<file path="config.mk">
export PLATFORM = sky130hd
export DESIGN_NAME = dht_ram
export DESIGN_NICKNAME = d
export VERILOG_FILES = /design/src/rtl/double_hash_table_assert.svh /design/src/rtl/dht_ram.sv
export SDC_FILE = /design/constraint.sdc
export NUM_CORES = 2
export LEC_CHECK = 0
export BUFFER_PORTS_ARGS = -buffer_cell sky130_fd_sc_hd__buf_2
export CORE_MARGIN = 8
export CORE_UTILIZATION = 57
export CTS_BUF_LIST = sky130_fd_sc_hd__clkbuf_16
export CTS_CLUSTER_DIAMETER = 100
export DETAILED_ROUTE_END_ITERATION = 10
export HOLD_SLACK_MARGIN = 0.05
export PLACE_DENSITY = 0.75
export SLEW_MARGIN = 0
export SYNTH_ARGS = -nofsm -noshare
export SYNTH_HDL_FRONTEND = slang
export SYNTH_SLANG_ARGS = --single-unit
</file>
<file path="constraint.sdc">
create_clock -name clk -period 2.2 [get_ports clk]
set_clock_uncertainty 0.2 [all_clocks]
set_input_delay 0.11 -clock clk [delete_from_list [all_inputs] [get_ports clk]]
set_output_delay 0.11 -clock clk [all_outputs]
set_load 0.05 [all_outputs]
</file>
<file path="src/rtl/double_hash_table_assert.svh">
// Assertion macros used by the hash table top level.
`ifndef DOUBLE_HASH_TABLE_ASSERT_SVH
`define DOUBLE_HASH_TABLE_ASSERT_SVH

// Implication checked on every clock edge outside reset.
`define DHT_ASSERT_IMP(label, clk, rst, ante, cons, msg) \
  label: assert property (@(posedge clk) disable iff (rst) (ante) |-> (cons)) \
    else $error(msg);

// Implication whose consequent is checked in the cycle after the antecedent.
`define DHT_ASSERT_NEXT(label, clk, rst, ante, cons, msg) \
  label: assert property (@(posedge clk) disable iff (rst) (ante) |=> (cons)) \
    else $error(msg);

`endif

</file>
<file path="src/rtl/dht_ram.sv">
// Generic single-port-write, registered-read RAM.
module dht_ram #(
  parameter int unsigned Width = 8,
  parameter int unsigned Depth = 256
) (
  input  logic                     clk,
  input  logic                     we,
  input  logic [$clog2(Depth)-1:0] waddr,
  input  logic [Width-1:0]         wdata,
  input  logic [$clog2(Depth)-1:0] raddr,
  output logic [Width-1:0]         rdata
);
  logic [Width-1:0] mem [Depth];

  always_ff @(posedge clk) begin
    if (we) begin
      mem[waddr] <= wdata;
    end
    rdata <= mem[raddr];
  end
endmodule

</file>
Word level (Yosys, flattened, before mapping) --
Memory sizes are Yosys's and may differ from the RTL's. A register that Yosys moved wholly into a read port is not among the register bits. Cells that the tools add are included.
Word-level totals: input bits 26, flip-flop bits (word level) 0, memories kept 1, logic and storage cells 3, bits in writable memories 2048
Cells by class: mux-type cells 2
Memory list:
- mem | depth 256, width 8, read ports 1, clocked after memory_dff 1, wr ports 1, line dht_ram.sv:13 | logic [Width-1:0] mem [Depth];
Operator list (number):
- two-way mux 1 bit | 2

Logic depth before layout (Yosys ltp) --
depth in word-level cells 2, gate-level depth with buffers 11, gate-level depth less buffers 6

Least setup slack after synthesis --
No wires, ideal clock.
path type input -> register, from input raddr[0], to register rdata[2] (read register of mem), arrival 1.917 ns, library setup time 0.131 ns, buffers on the path 4, required time 1.869 ns, setup slack -0.048 ns, stages on the path 9, path through buf_6 > buf_12 > buf_8 > buf_2 > mux4_2 > a22oi_1 > a21oi_1 > nor4_1 > nor4_2
RTL lines:
- from (decl) | line dht_ram.sv:10 | input logic [$clog2(Depth)-1:0] raddr,
- to (decl) | line dht_ram.sv:11 | output logic [Width-1:0] rdata

==> out/qor.yml <==
dp_cells: 6145
max-slew-margin-rel_pct: 32.2
synth_fp_nets: 3759
synth_mux_area_share_pct: 14.6
floorplan.rows: 137
antenna_left: 0
cts_tree: "done"
grt_start_max_net_pins: 123
synthFlopType: "edfxtp_1"
clock-sinks: 2056
yosys.cell_count.top_type: "edfxtp_1"
ys_ff_latch: 2056
layout_setup_ws_ps: -375
static-leakage-power_nw: 31.0
via_count: 42500
syn_area_per_cell_um2: 21.3
grt_pass1_vias: 43400
synthDistinctLibCells: 55
numCtsBuffers: 196
criticalPathCategory: "reg2reg"
placed_area_mm2: 0.0874
violations: "setup timing"
synthTopCellsByCount: "2048 x edfxtp_1, 454 x mux4_2, 282 x nor2_1"
die_area_mm2: 0.152
yosysWarningCount: 0
ir_worst_vdd_mv: 0.846
syn_inst: 3733
clock_latency_ps: 850
finalInstanceArea_mm2: 0.0945
start_util_pct: 57.2
dieHeight_um: 390
holdCritPathClass: "in2reg"
wl_mm: 202
synth.top_cell.area_share_pct: 77.3
synth-compound-area-share_pct: 3.42
synth_adder_area_share_pct: 0
setup_viol: 10
max_cap_viol_count: 0
grt_first_pass_wirelength_mm: 293
critPathMostFrequentCell: "mux4_2"
status: "finished, violations left"
vias_per_cell: 6.50
design.core.area_mm2: 0.139
io_pins: 34
antenna_found_initial: 7
fin_hold_ws_ps: 140
layout-area-overhead-vs-synth_pct: 18.7
stdcell_count: 6542
post-place-ws_ps: -1460
finish.utilization_pct: 68.0
synthArstFlopShare_pct: 0
nFillCells: 8198
cpPeakStageDelay_ps: 500
syn_area_mm2: 0.0796
wire_per_inst_um: 30.9
htree_levels: 4
end_kind: "flip-flop"
port_buffers: 33
overflow: 0
total_power_mw: 80.8
drc: 0
drive_gt1_share_pct: 33.9
post_cts.repair.setup_buffers: 0
slew_viol_final: 0
start_kind: "flip-flop"
synth.area.top_cells: "edfxtp_1 77%, mux4_2 13%, mux2i_1 1.7%"
clk_pin_slew_worst_paths_ps: 60
synth_top_family_by_area: "multiplexers"
setup_tns_ps: -2170
min_period_ps: 2570
crit_slowest_cell: "mux4_2"
drt-initial-drc-count: 5949
grt_setup_unrepaired: "true"
root_buffer: "clkbuf_16"
multi_input_area_mm2: 0.0170
dpl.hpwl_mm: 127
synth_edf_count: 2048
p_per_area_mw_per_mm2: 856
yosysTopAreaCell: "edfxtp_1"
synth-simple-area-share_pct: 2.63
worst_pin_slew_ps: 1020
ys_seq_area_share_pct: 77.5
fin_nets: 4517
hold_violations: 0
crit_fanout: 1
fmax_mhz: 388
grt_usage_pct: 26.3
cp.arrival_ps: 3070
crit_buf_inv: 1
die_w_um: 390
dr.pass1.iters: 6
finalWeightedCongestion: 0.888
clock_path_buffers: 3
final.period_utilization_pct: 117
synth-xor-area-share_pct: 0
cpLargestDelayFamily: "multiplexers"
worst_ep_required_time_ps: 2690
worstPathCellList: "mux4_2 > mux4_2 > nor2b_4 > nor4_4 > buf_4 > nor4_2"
regArea_mm2: 0.0617
==> final cells by class <==
type	instances	area share, %
clock buffer	197	5.22
antenna	7	0.0185
timing repair buffer	793	7.54
multi-input combinational	1442	18.0
inverter	2	0.00795
sequential	2056	65.3
clock inverter	169	1.45
tap	1876	2.48
==> logic make-up after synthesis <==
| kind of cell | after synthesis |
|---|---|
| flip-flops | 2056 |
| AO/OA/AOI/OAI | 385 |
| multiplexers | 591 |
| buffers and inverters | 235 |
| AND/OR/NAND/NOR | 466 |
==> where the power goes <==
part,leakage [nW],switching (mW),internal (mW)
combinational,9.29,2.90,1.96
clock,3.22,14.5,18.1
sequential,18.5,0.110,43.2
total,31.0,17.6,63.3
==> per-layer routing <==
metal,vias to the layer above,global-route usage (%),share of wire (%)
li1,17200,-,-
met1,22000,35.9,36
met2,2823,42.1,48
met3,467,6.27,11
met4,4,9.63,3.9
met5,-,0,0.078
==> registers in the layout, indices dropped and copies added (netlist names) <==
signal / flops
mem: 2048
rdata: 8
==> worst reg2reg max path: stages, from the launching register on <==
cell	delay, ps
edfxtp_1	380
mux4_2	500
mux4_2	500
nor2b_4	170
nor4_4	450
buf_4	200
nor4_2	30
==> final timing paths <==
path	start	end	slack [ps]	cells past startpoint
hold / removal	wdata[5]	mem[162][5]$_DFFE_PP_	140	2
setup / recovery	mem[71][1]$_DFFE_PP_	rdata[1]$_DFF_P_	-370	6
setup reg to reg	mem[71][1]$_DFFE_PP_	rdata[1]$_DFF_P_	-370	6
hold reg to reg	mem[51][2]$_DFFE_PP_	rdata[2]$_DFF_P_	990	6
==> what timing repair did <==
action | CTS | global route
setup endpoints to repair | 9 | 133
pin swaps | 18 | 14
gates resized for setup | 52 | 42
hold buffers | 24 | 3
endpoints found under the hold margin | 3358 | 95
==> cells in the final DEF (no fill, tap or decap), drive strengths merged, types with 8 or more instances in the layout <==
master	synthesis	final
edfxtp	2048	2048
a211oi	16	16
nor3	22	22
dfxtp	8	8
nand2b	8	8
clkbuf	111	206
mux4	456	456
o21ai	12	12
buf	122	758
o211ai	10	10
nand3	34	34
o22ai	28	28
nor4	27	27
nor2b	31	31
a21oi	96	96
clkinv	1	101
a221oi	14	14
nand2	33	33
nand4	10	10
a22o	8	8
nor2	282	282
bufinv	0	15
a22oi	133	133
o221ai	47	47
dlygate4sd3	0	25
mux2i	134	134
inv	1	48
(Power assumes the default switching activity.)
