**config.mk**
```make
export PLATFORM = sky130hd
export DESIGN_NAME = dht_mod
export DESIGN_NICKNAME = d
export VERILOG_FILES = /design/src/rtl/double_hash_table_assert.svh /design/src/rtl/dht_pkg.sv /design/src/rtl/dht_mod.sv
export SDC_FILE = /design/constraint.sdc
export NUM_CORES = 1
export LEC_CHECK = 0
export BUFFER_PORTS_ARGS = -buffer_cell sky130_fd_sc_hd__buf_2
export CAP_MARGIN = 15
export CELL_PAD_IN_SITES_DETAIL_PLACEMENT = 1
export CELL_PAD_IN_SITES_GLOBAL_PLACEMENT = 2
export CORE_AREA = 2 2 124 66
export CTS_BUF_LIST = sky130_fd_sc_hd__clkbuf_4
export DETAILED_ROUTE_END_ITERATION = 10
export DIE_AREA = 0 0 126 68
export PLACE_DENSITY = 0.91
export SKIP_LAST_GASP = 1
export SYNTH_ARGS = -nofsm -noshare
export SYNTH_HDL_FRONTEND = slang
export SYNTH_SLANG_ARGS = --single-unit
```
**constraint.sdc**
```tcl
create_clock -name clk -period 3.1 [get_ports clk]
set_input_delay 0.31 -clock clk [delete_from_list [all_inputs] [get_ports clk]]
set_output_delay 0.31 -clock clk [all_outputs]
set_load 0.05 [all_outputs]
```
**src/rtl/double_hash_table_assert.svh**
```systemverilog
// Assertion macros used by the hash table top level.
`ifndef DOUBLE_HASH_TABLE_ASSERT_SVH
`define DOUBLE_HASH_TABLE_ASSERT_SVH

// Implication checked on every clock edge outside reset.
`define DHT_ASSERT_IMP(label, clk, rst, ante, cons, msg) \
  label: assert property (@(posedge clk) disable iff (rst) (ante) |-> (cons)) \
    else $error(msg);

// Implication whose consequent is checked in the cycle after the antecedent.
`define DHT_ASSERT_NEXT(label, clk, rst, ante, cons, msg) \
  label: assert property (@(posedge clk) disable iff (rst) (ante) |=> (cons)) \
    else $error(msg);

`endif

```
**src/rtl/dht_pkg.sv**
```systemverilog
// Types and constants of the double hashing hash table.
package dht_pkg;

  localparam int unsigned KeyWidth    = 31;
  localparam int unsigned ActionWidth = 2;
  localparam int unsigned StatusWidth = 2;
  localparam int unsigned SlotWidth   = 8;
  localparam int unsigned SizeWidth   = 9;

  typedef enum logic [1:0] {
    ACT_INSERT = 2'd0,
    ACT_SEARCH = 2'd1,
    ACT_REMOVE = 2'd2,
    ACT_NONE   = 2'd3
  } action_t;

  typedef enum logic [1:0] {
    ST_OK      = 2'd0,
    ST_FULL    = 2'd1,
    ST_MISSING = 2'd2
  } status_t;

  typedef enum logic [1:0] {
    MARK_EMPTY   = 2'd0,
    MARK_USED    = 2'd1,
    MARK_DELETED = 2'd2
  } mark_t;

  typedef enum logic [2:0] {
    S_CLEAR,
    S_IDLE,
    S_MOD,
    S_READ,
    S_CHECK,
    S_DONE
  } state_t;

endpackage

```
**src/rtl/dht_mod.sv**
```systemverilog
// Bit-serial restoring remainder unit: key mod divisor, one bit a cycle.
module dht_mod #(
  parameter int unsigned DivWidth = 9
) (
  input  logic                          clk,
  input  logic                          rst,
  input  logic                          start,
  input  logic [dht_pkg::KeyWidth-1:0]  dividend,
  input  logic [DivWidth-1:0]           divisor,
  output logic                          busy,
  output logic [DivWidth-1:0]           remainder
);
  localparam int unsigned CntWidth = $clog2(dht_pkg::KeyWidth + 1);

  logic [dht_pkg::KeyWidth-1:0] shreg;
  logic [DivWidth-1:0]          dvs;
  logic [DivWidth:0]            rem;
  logic [CntWidth-1:0]          count;
  logic [DivWidth:0]            trial;
  logic [DivWidth:0]            sub;

  // Shift in the next dividend bit, subtract the divisor when it fits.
  always_comb begin
    trial = {rem[DivWidth-1:0], shreg[dht_pkg::KeyWidth-1]};
    sub   = trial - {1'b0, dvs};
  end

  always_ff @(posedge clk) begin
    if (rst) begin
      busy  <= 1'b0;
      count <= '0;
    end else if (start) begin
      busy  <= 1'b1;
      count <= CntWidth'(dht_pkg::KeyWidth);
    end else if (busy) begin
      count <= count - 1'b1;
      if (count == CntWidth'(1)) begin
        busy <= 1'b0;
      end
    end
  end

  always_ff @(posedge clk) begin
    if (start) begin
      shreg <= dividend;
      dvs   <= divisor;
      rem   <= '0;
    end else if (busy) begin
      shreg <= shreg << 1;
      rem   <= (trial >= {1'b0, dvs}) ? sub : trial;
    end
  end

  assign remainder = rem[DivWidth-1:0];
endmodule

```
# After elaboration in Yosys (flattened, before gate mapping)
# Index checks and enable logic that the tools add are counted.
# W data, S select, Z words.
[totals]
reg_bits = 55
in_bits = 43
[classes]
addsub = 2
n_reduce_logical = 1
n_eq_ne = 1
muxes = 8
n_lt_le_gt_ge = 1
[ops]
columns = ["cell", "count"]
rows = [
  ["$mux W31", 2],
  ["$ge A10 B9 Y1", 1],
  ["$mux W5", 2],
  ["$mux W9", 1],
  ["$sub A9 B9 Y9", 1],
  ["$eq A5 B1 Y1 const B", 1],
  ["$sub A5 B1 Y5 const B", 1],
  ["$mux W1", 3],
  ["$reduce_bool A2 Y1", 1],
]

# Longest topological paths before layout
[depth]
ltp_word = 4
depth_mapped = 9
depth_no_buf = 9

# Worst setup path after synthesis
# Ideal clock, no wire load.
[synth_path]
path_type = "reg-to-reg"
startpoint = "register rem[6]"
endpoint = "register rem[8]"
slack_ns = 0.727
arrival_time_ns = 2.285
stages_incl_launch_ff = 7
synth_period_minus_slack_ns = 2.373
setup_time_ns = 0.088
path_cell_list = "dfxtp_1 > ha_1 > nand4b_4 > or3_4 > o211a_2 > or3_1 > a311oi_2"
[synth_via]
elab_chain_len = 2
word_cells_on_any_way = 3
cone_classes = "1 x add/sub; 1 x order compare; 1 x mux"
[synth_rtl]
columns = ["item", "line", "rtl"]
rows = [
  ["start: declaration", "dht_mod.sv:17", "logic [DivWidth:0] rem;"],
  ["start signal: assignment", "dht_mod.sv:50", "rem <= (trial >= {1'b0, dvs}) ? sub : trial;"],
  ["$sub A9 B9 Y9 / $ge A10 B9 Y1 (equally long branches)", "dht_mod.sv:25, dht_mod.sv:50", ""],
  ["$mux W9 (*)", "dht_mod.sv:50", ""],
]
# Mark *: on every way between the ends. The rest lies on a longest branch, timed or not.
# A chain may end at the register's enable or synchronous reset.

# Worst setup path after layout
[layout_path]
startpoint = "register shreg[30] (netlist bit)"
endpoint = "register rem[6]"
[layout_via]
elab_chain_len = 2
word_cells_on_any_way = 3
cone_classes = "1 x add/sub; 1 x order compare; 1 x mux"
[layout_rtl]
columns = ["item", "line", "rtl"]
rows = [
  ["start: declaration", "dht_mod.sv:15", "logic [dht_pkg::KeyWidth-1:0] shreg;"],
  ["start signal: assignment", "dht_mod.sv:45", "shreg <= dividend;"],
  ["start signal: assignment", "dht_mod.sv:49", "shreg <= shreg << 1;"],
  ["$sub A9 B9 Y9 / $ge A10 B9 Y1 (equally long branches)", "dht_mod.sv:25, dht_mod.sv:50", ""],
  ["$mux W9 (*)", "dht_mod.sv:50", ""],
]
# Marked as above.

==> results_dict.tcl <==
set metrics [dict create \
    tritoncts "yes" \
    p_total_w 0.00182 \
    antenna_cells 0 \
    reg2reg_depth 9 \
    layout.nets 326 \
    fp.dieW_um 126 \
    place.gp.congestion 0.845 \
    cts_resized 0 \
    final_cell_mix "52 x buf_2, 40 x edfxtp_1, 31 x mux2_2" \
    detail_route.wl_per_cell_um 17.5 \
    grt_pass1_vias 1759 \
    drtIter0Drc 88 \
    start_util 0.361 \
    syn_avg_cell_area_sq_um 12.5 \
    postCtsSetupRepairBufs 0 \
    worst_setup_path_end_kind "flip-flop" \
    worst_pin_slew_ns 0.762 \
    crit_fanout 7 \
    worstSkewPairLatency_ns 0.39 \
    grt_max_degree 56 \
    num_rows 23 \
    synth_area_sq_um 2750 \
    period_needed_ns 2.62 \
    hpwl_um 4800 \
    cts_hold_buf 0 \
    final_layout_size_suffix_gt1_frac 0.368 \
    hold_depth 1 \
    synth-edff-count 40 \
    outcome "completed" \
    core_area_sq_um 7600 \
    final.period_utilization 0.844 \
    start_kind "flip-flop" \
    cts.clk_slew.worst_paths_ns 0.16 \
    hp-start "divisor[0]" \
    timing.rr.end "rem[6]$_SDFFE_PP0P_" \
    syn-num-nets 275 \
    clockRootBuffer "clkbuf_4" \
    multi_input_area_sq_um 1160 \
    die_h_um 68 \
    clock.fmax_ghz 0.382 \
    cellPowerDensity_nw_per_um2 566 \
    num-fill-cells 861 \
    finalHoldViolCount 0 \
    synth-seq-area-share 0.547 \
    fin_hold_ws_ns 0.0790 \
    hp-class "in2reg" \
    antenna_found_initial 0 \
    drv_cap 0 \
    rsz0062_at_grt "no" \
    htreeDepth 2 \
    drt_wl_total_um 6520 \
    clock-sinks 55 \
    drtPass1Iterations 4 \
    tns_ns 0 \
    drv_slew 0 \
    preCtsSetupSlack_ns 0.526 \
    synth.distinct_cells 39 \
    final_common_cell "buf_2" \
    slew_headroom 0.492 \
    hold_path_end "dvs[0]$_DFFE_PP_" \
    drc 0 \
    synth_top_flop_cell "edfxtp_1" \
    pin_count 53 \
    yosysWarnings 0 \
    io_buffers 52 \
    clock_skew_ns 0.00797 \
    cts.path.max_buffers 2 \
    syn_to_final_growth_pct 16.9 \
    gr-total-overflow 0 \
    ir_drop_mv 0.183 \
    r2r_slack_ns 0.48 \
    setup_viol 0 \
    drtAntennaViolNets 0 \
    cp.arrival_ns 2.93 \
    vias 1857 \
    seqCellArea_sq_um 1500 \
    layout_setup_ws_ns 0.483 \
    cts_buffers 5 \
    postSynthCellCount 220 \
    die_area_sq_um 8570 \
    required_ns 3.41 \
    critPathKind "reg2reg" \
    p_leak_nw 1.33 \
    reg2reg_from "shreg[30]$_DFFE_PP_" \
    synth-seq-cells 55 \
    viasPerCell 4.99 \
    grt_pass1_wl_um 9740 \
    grt.total_usage 0.153 \
    ys_async_sr_fraction 0 \
]
-- Yosys cell counts (2+ instances only) --
library cell  number  area (sq um)
clkbuf_1           8          30.0
xor2_1             6          52.6
o31ai_1            2          15.0
edfxtp_1          40          1200
mux2i_1            6          60.1
o211ai_1           4          30.0
a21oi_1            8          40.0
nand2_1            8          30.0
inv_1             13          48.8
mux2_2            31           349
nor2_1            26          97.6
nand3b_1           2          15.0
a211oi_1           7          52.6
ha_1              11           138
nand3_1            3          15.0
xnor2_1            2          17.5
nand2b_1           3          18.8
dfxtp_1           15           300
and2_1             2          12.5
a311oi_1           3          26.3
buf_2              2          10.0
-- worst max-delay path by stage --
stage                             start  cells after the start  slack [ns]                  end
global route        shreg[30]$_DFFE_PP_                      9        0.23  rem[6]$_SDFFE_PP0P_
floorplan           rem[6]$_SDFFE_PP0P_                      6        0.73  rem[8]$_SDFFE_PP0P_
detailed placement  shreg[30]$_DFFE_PP_                      9        0.53  rem[5]$_SDFFE_PP0P_
finish              shreg[30]$_DFFE_PP_                      9        0.48  rem[6]$_SDFFE_PP0P_
CTS                 shreg[30]$_DFFE_PP_                      9        0.48  rem[5]$_SDFFE_PP0P_
global placement    shreg[30]$_DFFE_PP_                      9        0.70  rem[6]$_SDFFE_PP0P_
-- power breakdown --
group | leakage, nW | internal [W] | switching [W]
Combinational | 0.753 | 0.000166 | 0.000242
Sequential | 0.525 | 0.000872 | 0.0000400
Clock | 0.0559 | 0.000261 | 0.000236
Total | 1.33 | 0.00130 | 0.000518
-- final cells by class --
class,instances,area share
sequential,55,0.467
clock buffer,6,0.0140
multi-input combinational,142,0.360
timing repair buffer,54,0.0857
inverter,13,0.0152
clock inverter,2,0.0187
tap,100,0.0390
-- kinds of logic (layout without fill, tap and decap cells) --
group,count (synthesis),count (layout),share of synthesized area
AO/OA/AOI/OAI,32,32,0.0875
flip-flops,55,55,0.547
adder cells (fa/ha/maj),12,12,0.0574
multiplexers,37,37,0.149
AND/OR/NAND/NOR,53,53,0.102
XOR/XNOR,8,8,0.0255
buffers and inverters,23,75,0.0323
-- metal layers --
layer | up-vias | global-route usage | share of wire
met5 | - | 0 | 0
met4 | 0 | 0.0330 | 0.0077
met3 | 8 | 0.0438 | 0.047
met2 | 40 | 0.223 | 0.42
met1 | 898 | 0.225 | 0.53
li1 | 911 | - | -
-- sequential cells by signal (all words and copies together) (netlist names) --
register  flops
shreg        31
count         5
dvs           9
rem           9
busy          1
-- metrics by stage --
step | area, sq um | utilization | instances
detailed placement | 3110 | 0.409 | 364
global placement | 3110 | 0.409 | 364
global route | 3210 | 0.423 | 372
floorplan | 2750 | - | 220
CTS | 3210 | 0.423 | 372
finish | 3210 | 0.423 | 372
-- critical path: stages (launching register included) --
cell	delay, ns
edfxtp_1	0.41
inv_1	0.07
ha_1	0.16
inv_1	0.05
fa_1	0.40
a211oi_1	0.46
o21a_1	0.30
o211ai_2	0.24
mux2i_1	0.20
a211oi_1	0.25
Note: power is estimated with default switching activity, not from simulation.
